$ cat config.mk
export PLATFORM = sky130hd
export DESIGN_NAME = crc_checked_can_packet_deframer_top
export DESIGN_NICKNAME = d
export VERILOG_FILES = /design/src/sv/ccpd_pkg.sv /design/src/sv/ccpd_queue.sv /design/src/sv/ccpd_front.sv /design/src/sv/ccpd_back.sv /design/src/sv/crc_checked_can_packet_deframer_top.sv
export SDC_FILE = /design/constraint.sdc
export NUM_CORES = 1
export LEC_CHECK = 0
export BUFFER_PORTS_ARGS = -buffer_cell sky130_fd_sc_hd__buf_4
export CAP_MARGIN = 10
export CORE_MARGIN = 3
export CORE_UTILIZATION = 60
export CTS_CLUSTER_DIAMETER = 150
export DETAILED_ROUTE_END_ITERATION = 8
export PLACE_DENSITY = 0.78
export REMOVE_ABC_BUFFERS = 1
export SLEW_MARGIN = 20
export SYNTH_ARGS = -nofsm -noshare
export SYNTH_HDL_FRONTEND = slang
export SYNTH_SLANG_ARGS = --single-unit
$ cat constraint.sdc
create_clock -name clk -period 8.2 [get_ports clk]
set_input_delay 0.41 -clock clk [delete_from_list [all_inputs] [get_ports clk]]
set_output_delay 0.41 -clock clk [all_outputs]
set_load 0.03 [all_outputs]
$ cat src/sv/ccpd_pkg.sv
// Shared types, constants and the CRC byte step for the CAN packet deframer.
package ccpd_pkg;

  localparam logic [7:0]  SYNC0      = 8'hFF;
  localparam logic [7:0]  SYNC1      = 8'h55;
  localparam logic [7:0]  SYNC2      = 8'hAA;
  localparam int          HEAD_BYTES = 9;
  localparam int          ID_BLOCK   = 4;
  localparam int          MIN_BUFFER = 15;
  localparam logic [15:0] CRC_POLY   = 16'h1021;
  localparam logic [16:0] POS_MAX    = 17'h1FFFF;
  localparam logic [15:0] CMD_RESET  = 16'h0005;

  localparam logic [2:0] ST_OK        = 3'd0;
  localparam logic [2:0] ST_SHORT     = 3'd1;
  localparam logic [2:0] ST_BAD_SYNC  = 3'd2;
  localparam logic [2:0] ST_BAD_CMD   = 3'd3;
  localparam logic [2:0] ST_LEN_SMALL = 3'd4;
  localparam logic [2:0] ST_TRUNC     = 3'd5;
  localparam logic [2:0] ST_BAD_CRC   = 3'd6;

  // One classified byte, passed from the front to the back
  typedef struct packed {
    logic [7:0] rx_byte;
    logic       last;
    logic       crc_en;
    logic       rcrc_en;
    logic       data_en;
    logic [2:0] data_idx;
    logic       cmd_en;
    logic       id_en;
    logic       short_buf;
    logic       hdr_bad;
    logic       len_small;
    logic       trunc;
    logic [3:0] plen;
  } ccpd_rec_t;

  typedef struct packed {
    logic [2:0]  status;
    logic [15:0] frame_id;
    logic [3:0]  payload_length;
    logic [63:0] payload;
  } ccpd_res_t;

  function automatic logic [15:0] crc_byte(input logic [15:0] crc, input logic [7:0] b);
    logic [15:0] c;
    c = crc ^ {b, 8'h00};
    for (int k = 0; k < 8; k++) begin
      if (c[15]) c = {c[14:0], 1'b0} ^ CRC_POLY;
      else       c = {c[14:0], 1'b0};
    end
    return c;
  endfunction

endpackage

$ cat src/sv/ccpd_queue.sv
// Small first-in first-out queue of fixed-width records.
module ccpd_queue import ccpd_pkg::*; #(
  parameter int WIDTH = 8,
  parameter int DEPTH = 2
) (
  input  logic             clk,
  input  logic             rst_n,
  input  logic             wr_en,
  input  logic [WIDTH-1:0] wr_data,
  input  logic             rd_en,
  output logic [WIDTH-1:0] rd_data,
  output logic             full,
  output logic             empty
);
  localparam int PW = (DEPTH > 1) ? $clog2(DEPTH) : 1;
  localparam int CW = $clog2(DEPTH + 1);

  logic [WIDTH-1:0] mem [DEPTH];
  logic [PW-1:0]    wr_ptr_r, rd_ptr_r;
  logic [CW-1:0]    count_r;
  logic             do_wr, do_rd;

  assign full    = (count_r == CW'(DEPTH));
  assign empty   = (count_r == '0);
  assign do_wr   = wr_en && !full;
  assign do_rd   = rd_en && !empty;
  assign rd_data = mem[rd_ptr_r];

  always_ff @(posedge clk) begin
    if (do_wr) mem[wr_ptr_r] <= wr_data;
  end

  always_ff @(posedge clk) begin
    if (!rst_n) begin
      wr_ptr_r <= '0;
      rd_ptr_r <= '0;
      count_r  <= '0;
    end else begin
      if (do_wr) wr_ptr_r <= (wr_ptr_r == PW'(DEPTH - 1)) ? '0 : wr_ptr_r + PW'(1);
      if (do_rd) rd_ptr_r <= (rd_ptr_r == PW'(DEPTH - 1)) ? '0 : rd_ptr_r + PW'(1);
      if (do_wr && !do_rd)      count_r <= count_r + CW'(1);
      else if (do_rd && !do_wr) count_r <= count_r - CW'(1);
    end
  end
endmodule

$ cat src/sv/ccpd_front.sv
// Front: tracks byte position and length, classifies each byte for the back.
module ccpd_front import ccpd_pkg::*; #(
  parameter int MAX_PAYLOAD = 8
) (
  input  logic      clk,
  input  logic      rst_n,
  input  logic      accept,
  input  logic [7:0] rx_byte,
  input  logic      end_of_buffer,
  output ccpd_rec_t rec
);
  logic [16:0] pos_r, pos_nxt;
  logic [15:0] len_r, len_nxt;
  logic        hdr_ok_r, hdr_ok_nxt;

  logic [16:0] pkt, pkt_fin, data_off;
  logic [17:0] end_pos;
  logic [15:0] diff;
  logic        sync_bad;

  always_comb begin
    pkt      = 17'(HEAD_BYTES) + {1'b0, len_r};
    data_off = pos_r - 17'(HEAD_BYTES + ID_BLOCK);

    sync_bad = ((pos_r == 17'd0) && (rx_byte != SYNC0)) ||
               ((pos_r == 17'd1) && (rx_byte != SYNC1)) ||
               ((pos_r == 17'd2) && (rx_byte != SYNC2));
    hdr_ok_nxt = hdr_ok_r && !sync_bad;

    len_nxt = len_r;
    if (pos_r == 17'd7 || pos_r == 17'd8) len_nxt = {len_r[7:0], rx_byte};
    pkt_fin = 17'(HEAD_BYTES) + {1'b0, len_nxt};
    end_pos = {1'b0, pos_r} + 18'd1;
    diff    = len_nxt - 16'(ID_BLOCK);

    rec.rx_byte   = rx_byte;
    rec.last      = end_of_buffer;
    rec.crc_en    = (pos_r < 17'(HEAD_BYTES)) || (pos_r < pkt);
    rec.rcrc_en   = !rec.crc_en && ((pos_r == pkt) || (pos_r == pkt + 17'd1));
    rec.data_en   = rec.crc_en && (pos_r >= 17'(HEAD_BYTES + ID_BLOCK)) &&
                    (data_off < 17'(MAX_PAYLOAD));
    rec.data_idx  = data_off[2:0];
    rec.cmd_en    = (pos_r == 17'd3) || (pos_r == 17'd4);
    rec.id_en     = (pos_r == 17'd11) || (pos_r == 17'd12);
    rec.short_buf = end_pos < 18'(MIN_BUFFER);
    rec.hdr_bad   = !hdr_ok_nxt;
    rec.len_small = len_nxt < 16'(ID_BLOCK);
    rec.trunc     = ({1'b0, pkt_fin} + 18'd2) > end_pos;
    rec.plen      = (diff > 16'(MAX_PAYLOAD)) ? 4'(MAX_PAYLOAD) : diff[3:0];

    pos_nxt = (pos_r < POS_MAX) ? pos_r + 17'd1 : pos_r;
  end

  always_ff @(posedge clk) begin
    if (!rst_n) begin
      pos_r    <= '0;
      len_r    <= '0;
      hdr_ok_r <= 1'b1;
    end else if (accept) begin
      if (end_of_buffer) begin
        // start a fresh buffer
        pos_r    <= '0;
        len_r    <= '0;
        hdr_ok_r <= 1'b1;
      end else begin
        pos_r    <= pos_nxt;
        len_r    <= len_nxt;
        hdr_ok_r <= hdr_ok_nxt;
      end
    end
  end
endmodule

$ cat src/sv/ccpd_back.sv
// Back: runs the CRC, captures fields and data, forms the result on the last byte.
module ccpd_back import ccpd_pkg::*; #(
  parameter int MAX_PAYLOAD = 8
) (
  input  logic        clk,
  input  logic        rst_n,
  input  logic        step,
  input  ccpd_rec_t   rec,
  input  logic [15:0] expected_command,
  output ccpd_res_t   res
);
  logic [15:0] crc_r, cmd_r, id_r, rcrc_r;
  logic [15:0] crc_nxt, cmd_nxt, id_nxt, rcrc_nxt;
  logic [7:0]  data_r   [MAX_PAYLOAD];
  logic [7:0]  data_nxt [MAX_PAYLOAD];
  logic [2:0]  status;
  logic [63:0] payload;

  always_comb begin
    crc_nxt  = rec.crc_en  ? crc_byte(crc_r, rec.rx_byte) : crc_r;
    cmd_nxt  = rec.cmd_en  ? {cmd_r[7:0], rec.rx_byte}   : cmd_r;
    id_nxt   = rec.id_en   ? {id_r[7:0], rec.rx_byte}    : id_r;
    rcrc_nxt = rec.rcrc_en ? {rcrc_r[7:0], rec.rx_byte}  : rcrc_r;
    for (int i = 0; i < MAX_PAYLOAD; i++) begin
      data_nxt[i] = (rec.data_en && rec.data_idx == 3'(i)) ? rec.rx_byte : data_r[i];
    end

    if (rec.short_buf)                   status = ST_SHORT;
    else if (rec.hdr_bad)                status = ST_BAD_SYNC;
    else if (cmd_nxt != expected_command) status = ST_BAD_CMD;
    else if (rec.len_small)              status = ST_LEN_SMALL;
    else if (rec.trunc)                  status = ST_TRUNC;
    else if (crc_nxt != rcrc_nxt)        status = ST_BAD_CRC;
    else                                 status = ST_OK;

    payload = '0;
    for (int i = 0; i < MAX_PAYLOAD; i++) begin
      if (4'(i) < rec.plen) payload[8*i +: 8] = data_nxt[i];
    end

    res.status         = status;
    res.frame_id       = (status == ST_OK) ? id_nxt   : '0;
    res.payload_length = (status == ST_OK) ? rec.plen : '0;
    res.payload        = (status == ST_OK) ? payload  : '0;
  end

  always_ff @(posedge clk) begin
    if (!rst_n) begin
      crc_r  <= '0;
      cmd_r  <= '0;
      id_r   <= '0;
      rcrc_r <= '0;
      for (int i = 0; i < MAX_PAYLOAD; i++) data_r[i] <= '0;
    end else if (step) begin
      if (rec.last) begin
        // clear buffer state once the result is formed
        crc_r  <= '0;
        cmd_r  <= '0;
        id_r   <= '0;
        rcrc_r <= '0;
        for (int i = 0; i < MAX_PAYLOAD; i++) data_r[i] <= '0;
      end else begin
        crc_r  <= crc_nxt;
        cmd_r  <= cmd_nxt;
        id_r   <= id_nxt;
        rcrc_r <= rcrc_nxt;
        for (int i = 0; i < MAX_PAYLOAD; i++) data_r[i] <= data_nxt[i];
      end
    end
  end
endmodule

$ cat src/sv/crc_checked_can_packet_deframer_top.sv
// Byte-wide framed packet deframer: sync, command, length and CRC-16 check, CAN frame out.
// Throughput: one byte per cycle; a byte is taken every cycle while the byte queue has room.
// Path: a last byte's result is registered first in the front-to-back queue, then in the result queue,
// and it may wait in the first while the result queue is full; the result queue shows its head at once.
// Reset (synchronous, active low) empties both queues, clears the buffer state and sets
// the expected command word to 5.
module crc_checked_can_packet_deframer_top import ccpd_pkg::*; #(
  parameter int MAX_PAYLOAD = 8
) (
  input  logic        clk,
  input  logic        rst_n,
  input  logic        push,
  output logic        full,
  input  logic [7:0]  in_rx_byte,
  input  logic        in_end_of_buffer,
  output logic        empty,
  input  logic        pop,
  output logic [2:0]  out_status,
  output logic [15:0] out_frame_id,
  output logic [3:0]  out_payload_length,
  output logic [63:0] out_payload,
  input  logic        cfg_valid,
  output logic        cfg_ready,
  input  logic [15:0] cfg_expected_command
);
  localparam int REC_W = $bits(ccpd_rec_t);
  localparam int RES_W = $bits(ccpd_res_t);

  logic        in_accept, mid_empty, out_full, back_step;
  logic [15:0] exp_cmd_r;
  ccpd_rec_t   front_rec, mid_rec;
  ccpd_res_t   back_res, out_res;

  assign cfg_ready = 1'b1;
  assign in_accept = push && !full;

  always_ff @(posedge clk) begin
    if (!rst_n)                      exp_cmd_r <= CMD_RESET;
    else if (cfg_valid && cfg_ready) exp_cmd_r <= cfg_expected_command;
  end

  ccpd_front #(.MAX_PAYLOAD(MAX_PAYLOAD)) u_front (
    .clk           (clk),
    .rst_n         (rst_n),
    .accept        (in_accept),
    .rx_byte       (in_rx_byte),
    .end_of_buffer (in_end_of_buffer),
    .rec           (front_rec)
  );

  ccpd_queue #(.WIDTH(REC_W), .DEPTH(4)) u_mid_q (
    .clk     (clk),
    .rst_n   (rst_n),
    .wr_en   (in_accept),
    .wr_data (front_rec),
    .rd_en   (back_step),
    .rd_data (mid_rec),
    .full    (full),
    .empty   (mid_empty)
  );

  // hold a last byte back while the result queue is full
  assign back_step = !mid_empty && (!mid_rec.last || !out_full);

  ccpd_back #(.MAX_PAYLOAD(MAX_PAYLOAD)) u_back (
    .clk              (clk),
    .rst_n            (rst_n),
    .step             (back_step),
    .rec              (mid_rec),
    .expected_command (exp_cmd_r),
    .res              (back_res)
  );

  ccpd_queue #(.WIDTH(RES_W), .DEPTH(2)) u_out_q (
    .clk     (clk),
    .rst_n   (rst_n),
    .wr_en   (back_step && mid_rec.last),
    .wr_data (back_res),
    .rd_en   (pop),
    .rd_data (out_res),
    .full    (out_full),
    .empty   (empty)
  );

  assign out_status         = out_res.status;
  assign out_frame_id       = out_res.frame_id;
  assign out_payload_length = out_res.payload_length;
  assign out_payload        = out_res.payload;
endmodule
==> results.sh <==
export IMPL_arrival_ps=5800
export IMPL_finalHoldViolations=0
export IMPL_routed_wl_met2_um=26400
export IMPL_yosys_warnings=0
export IMPL_r2r_slack_ps=2700
export IMPL_syn_area_per_cell_sq_um=12.23
export IMPL_area_growth_pct=11.99
export IMPL_netlist_top_cells_count="330 x edfxtp_1, 143 x mux2i_1, 136 x dfxtp_1, 126 x nor2_1, 99 x clkbuf_1"
export IMPL_drt_wl_total_um=53210
export IMPL_holdCritPathClass="in2reg"
export IMPL_fin_skew_ps=18.74
export IMPL_cts_buffers=47
export IMPL_seq_area_frac_synth_pct=55.31
export IMPL_drt_antenna_violating_nets=0
export IMPL_grt_antenna_before_repair=1
export IMPL_via_per_inst=6.109
export IMPL_synth_edf_count=330
export IMPL_drv_cap=0
export IMPL_wl_per_cell_um=21.58
export IMPL_clk_pin_slew_ps=70
export IMPL_fin_nets=2006
export IMPL_critPathMaxFanout=29
export IMPL_met3WireLength_um=2802
export IMPL_io_pins=120
export IMPL_finalSetupViolations=0
export IMPL_grt_overflow=0
export IMPL_cp_end_kind="flop"
export IMPL_r2r_end="u_mid_q.mem[2][4]"
export IMPL_required_ps=8500
export IMPL_criticalPathCategory="reg2reg"
export IMPL_synth_top_cell_by_area="edfxtp_1"
export IMPL_gp_congestion=0.9174
export IMPL_min_to="exp_cmd_r[2]"
export IMPL_grt_max_degree=86
export IMPL_synth_ff_type="edfxtp_1"
export IMPL_drc=0
export IMPL_top_layer="met4"
export IMPL_cts_tree="yes"
export IMPL_ir_drop_mv=0.1765
export IMPL_hp_start="cfg_expected_command[2]"
export IMPL_synth_most_common_cell="edfxtp_1"
export IMPL_fmaxAchievable_ghz=0.1817
export IMPL_dp_hpwl_um=34740
export IMPL_antenna_cells=0
export IMPL_h_tree_depth=2
export IMPL_min_delay_path_depth=3
export IMPL_finalCritPeriodShare_pct=67.10
export IMPL_worstRegToRegCells=20
export IMPL_p_leak_uw=0.009083
export IMPL_ys_ff_latch=466
export IMPL_cts_hold_buf=0
export IMPL_initialDrtViolationCount=1295
export IMPL_power_density_nw_per_um2=350.1
export IMPL_insertion_delay_ps=580
export IMPL_drive_above_1_share_pct=18.25
export IMPL_core_sq_um=37050
export IMPL_die_y_um=201.1
export IMPL_ys_async_sr_fraction_pct=0
export IMPL_worst_slack_ps=2697
export IMPL_syn_inst=1867
export IMPL_crit_path_max_incr_delay_ps=570
export IMPL_rsz0062_at_grt="no"
export IMPL_dr_total_vias=15070
export IMPL_initial_core_util_pct=61.65
export IMPL_die_w_um=201.1
export IMPL_netlist_area_sq_um=22840
export IMPL_grt_usage_pct=26.22
export IMPL_cts_setup_buffers=0
export IMPL_postCtsResizedCells=0
export IMPL_status="complete, no violations"
export IMPL_synthTopCellsByArea="edfxtp_1 43%, dfxtp_1 12%, mux2i_1 6.3%"
export IMPL_grt_pass1_wl_um=84550
export IMPL_cpMaxStageDelayCell="dfxtp_1"
export IMPL_die_area_sq_um=40450
export IMPL_clock_sinks=466
export IMPL_slew_violations=0
export IMPL_ys_types=74
export IMPL_slew_headroom_pct=25.90
export IMPL_cts_path_max_buffers=3
export IMPL_holdWs_ps=47.06
export IMPL_rows=70
export IMPL_period_minus_slack_ps=5503
export IMPL_cp_cell_sequence="ha_1 -> nand3_1 -> a2111oi_2 -> buf_4 -> mux2i_1 -> ha_1 -> o21a_1 -> nor3_1 -> nand2_1 -> xor2_1 -> mux2i_1 -> ha_1 -> a21o_1 -> a21oi_1 -> o21ai_0 -> a221o_1 -> a21o_1 -> a21o_1 -> a21oi_1 -> a211oi_1"
export IMPL_root_buffer="clkbuf_16"
export IMPL_numPortBuffers=118
export IMPL_dr_pass1_iters=5
export IMPL_startpoint_type="flop"
export IMPL_grt_pass1_vias=15120
export IMPL_r2r_start="u_front.pos_r[1]"
export IMPL_pre_cts_ws_ps=2689
export IMPL_tightest_slew_ps=1104
export IMPL_wl_met1_um=22190
export IMPL_synth_top_area_share_pct=43.39
report_power, final:
part           internal [uW]  switching (uW)
logic                   1330            2190
registers               3080             210
clock network           1250             891
total                   5660            3290
worst max-delay path, delay by kind of cell (launching register included):
kind	cells	cell delay, ps
AOI/OAI and AO/OA	10	1950
adders and majority gates	3	950
and+or+nand+nor	3	770
DFF	1	570
buffers and inverters	1	430
muxes	2	370
xor gates and xnor gates	1	160
sequential cells by signal, indices dropped and copies added, names as in the netlist, named ones only:
| name | count |
|---|---|
| u_out_q.mem | 174 |
| u_mid_q.mem | 100 |
| u_back.data_r | 64 |
| u_front.pos_r | 17 |
| exp_cmd_r | 16 |
| u_back.cmd_r | 16 |
| u_back.crc_r | 16 |
| u_back.id_r | 16 |
| u_back.rcrc_r | 16 |
| u_front.len_r | 16 |
| u_mid_q.count_r | 3 |
| u_mid_q.rd_ptr_r | 2 |
| u_mid_q.wr_ptr_r | 2 |
| u_out_q.count_r | 2 |
| u_front.hdr_ok_r | 1 |
| u_out_q.rd_ptr_r | 1 |
| u_out_q.wr_ptr_r | 1 |
routing by layer:
layer,up-vias,global-route usage [%]
li1,7012,-
met1,7465,34.70
met2,485,44.53
met3,104,3.527
met4,0,9.762
met5,-,0
how the worst max path moves through the flow:
stage | start | end | slack, ps
floorplan | u_front.pos_r[1] | u_mid_q.mem[0][4] | -2200
global placement | u_front.pos_r[1] | u_mid_q.mem[0][4] | 2830
detailed placement | u_front.pos_r[1] | u_mid_q.mem[3][4] | 2690
CTS | u_front.pos_r[1] | u_mid_q.mem[2][4] | 2680
global route | u_front.pos_r[1] | u_mid_q.mem[3][4] | 2260
finish | u_front.pos_r[1] | u_mid_q.mem[2][4] | 2700
layout make-up:
type,instances,area (sq um)
clock inverters,21,231.5
repair buffers,144,1085
well taps,504,630.6
flip-flops and latches,466,12640
multi-input cells,1230,9555
fillers,2654,11470
inverters,35,131.4
clock buffers,66,1308
placed cells by master (no fill, tap or decap), types with 7 or more instances in the layout:
| cell type | n |
|---|---|
| ha_1 | 51 |
| dfxtp_1 | 134 |
| nor3_1 | 89 |
| nor3b_1 | 9 |
| clkbuf_16 | 47 |
| xnor2_1 | 81 |
| buf_4 | 143 |
| mux2_2 | 96 |
| nand3b_1 | 8 |
| and3_1 | 7 |
| mux4_2 | 24 |
| nor2_1 | 126 |
| nand3_1 | 29 |
| edfxtp_1 | 330 |
| nand2_1 | 79 |
| a22oi_1 | 30 |
| nor4_1 | 17 |
| nor2b_1 | 49 |
| nand2b_1 | 13 |
| mux2i_1 | 143 |
| clkbuf_1 | 13 |
| a211oi_1 | 7 |
| nand4_1 | 26 |
| a21oi_1 | 34 |
| and2_1 | 31 |
| o21ai_0 | 52 |
| a22o_1 | 50 |
| a21o_1 | 15 |
| xor2_1 | 53 |
| inv_1 | 34 |
| or3_1 | 8 |
| o22ai_1 | 8 |
cell families after synthesis:
family	share of synthesized area [%]
AOI/OAI and AO/OA	7.417
and+or+nand+nor	11.82
buffers and inverters	3.024
adders and majority gates	2.881
DFF	55.31
muxes	13.37
xor gates and xnor gates	6.168
other	0.01642
per-stage QoR:
step | setup TNS, ps | power (uW) | utilization (%) | std cells | cell area (sq um)
2_1_floorplan | -14340 | 5724 | - | 1731 | 22280
3_3_place_gp | 0 | 6758 | 64.83 | 2379 | 24020
3_5_place_dp | 0 | 6837 | 64.85 | 2379 | 24030
4_1_cts | 0 | 8986 | 69.00 | 2466 | 25560
5_1_grt | 0 | 9351 | 69.04 | 2466 | 25580
6_report | 0 | 8954 | 69.04 | 2466 | 25580
Power figures use the tool's default switching activity.
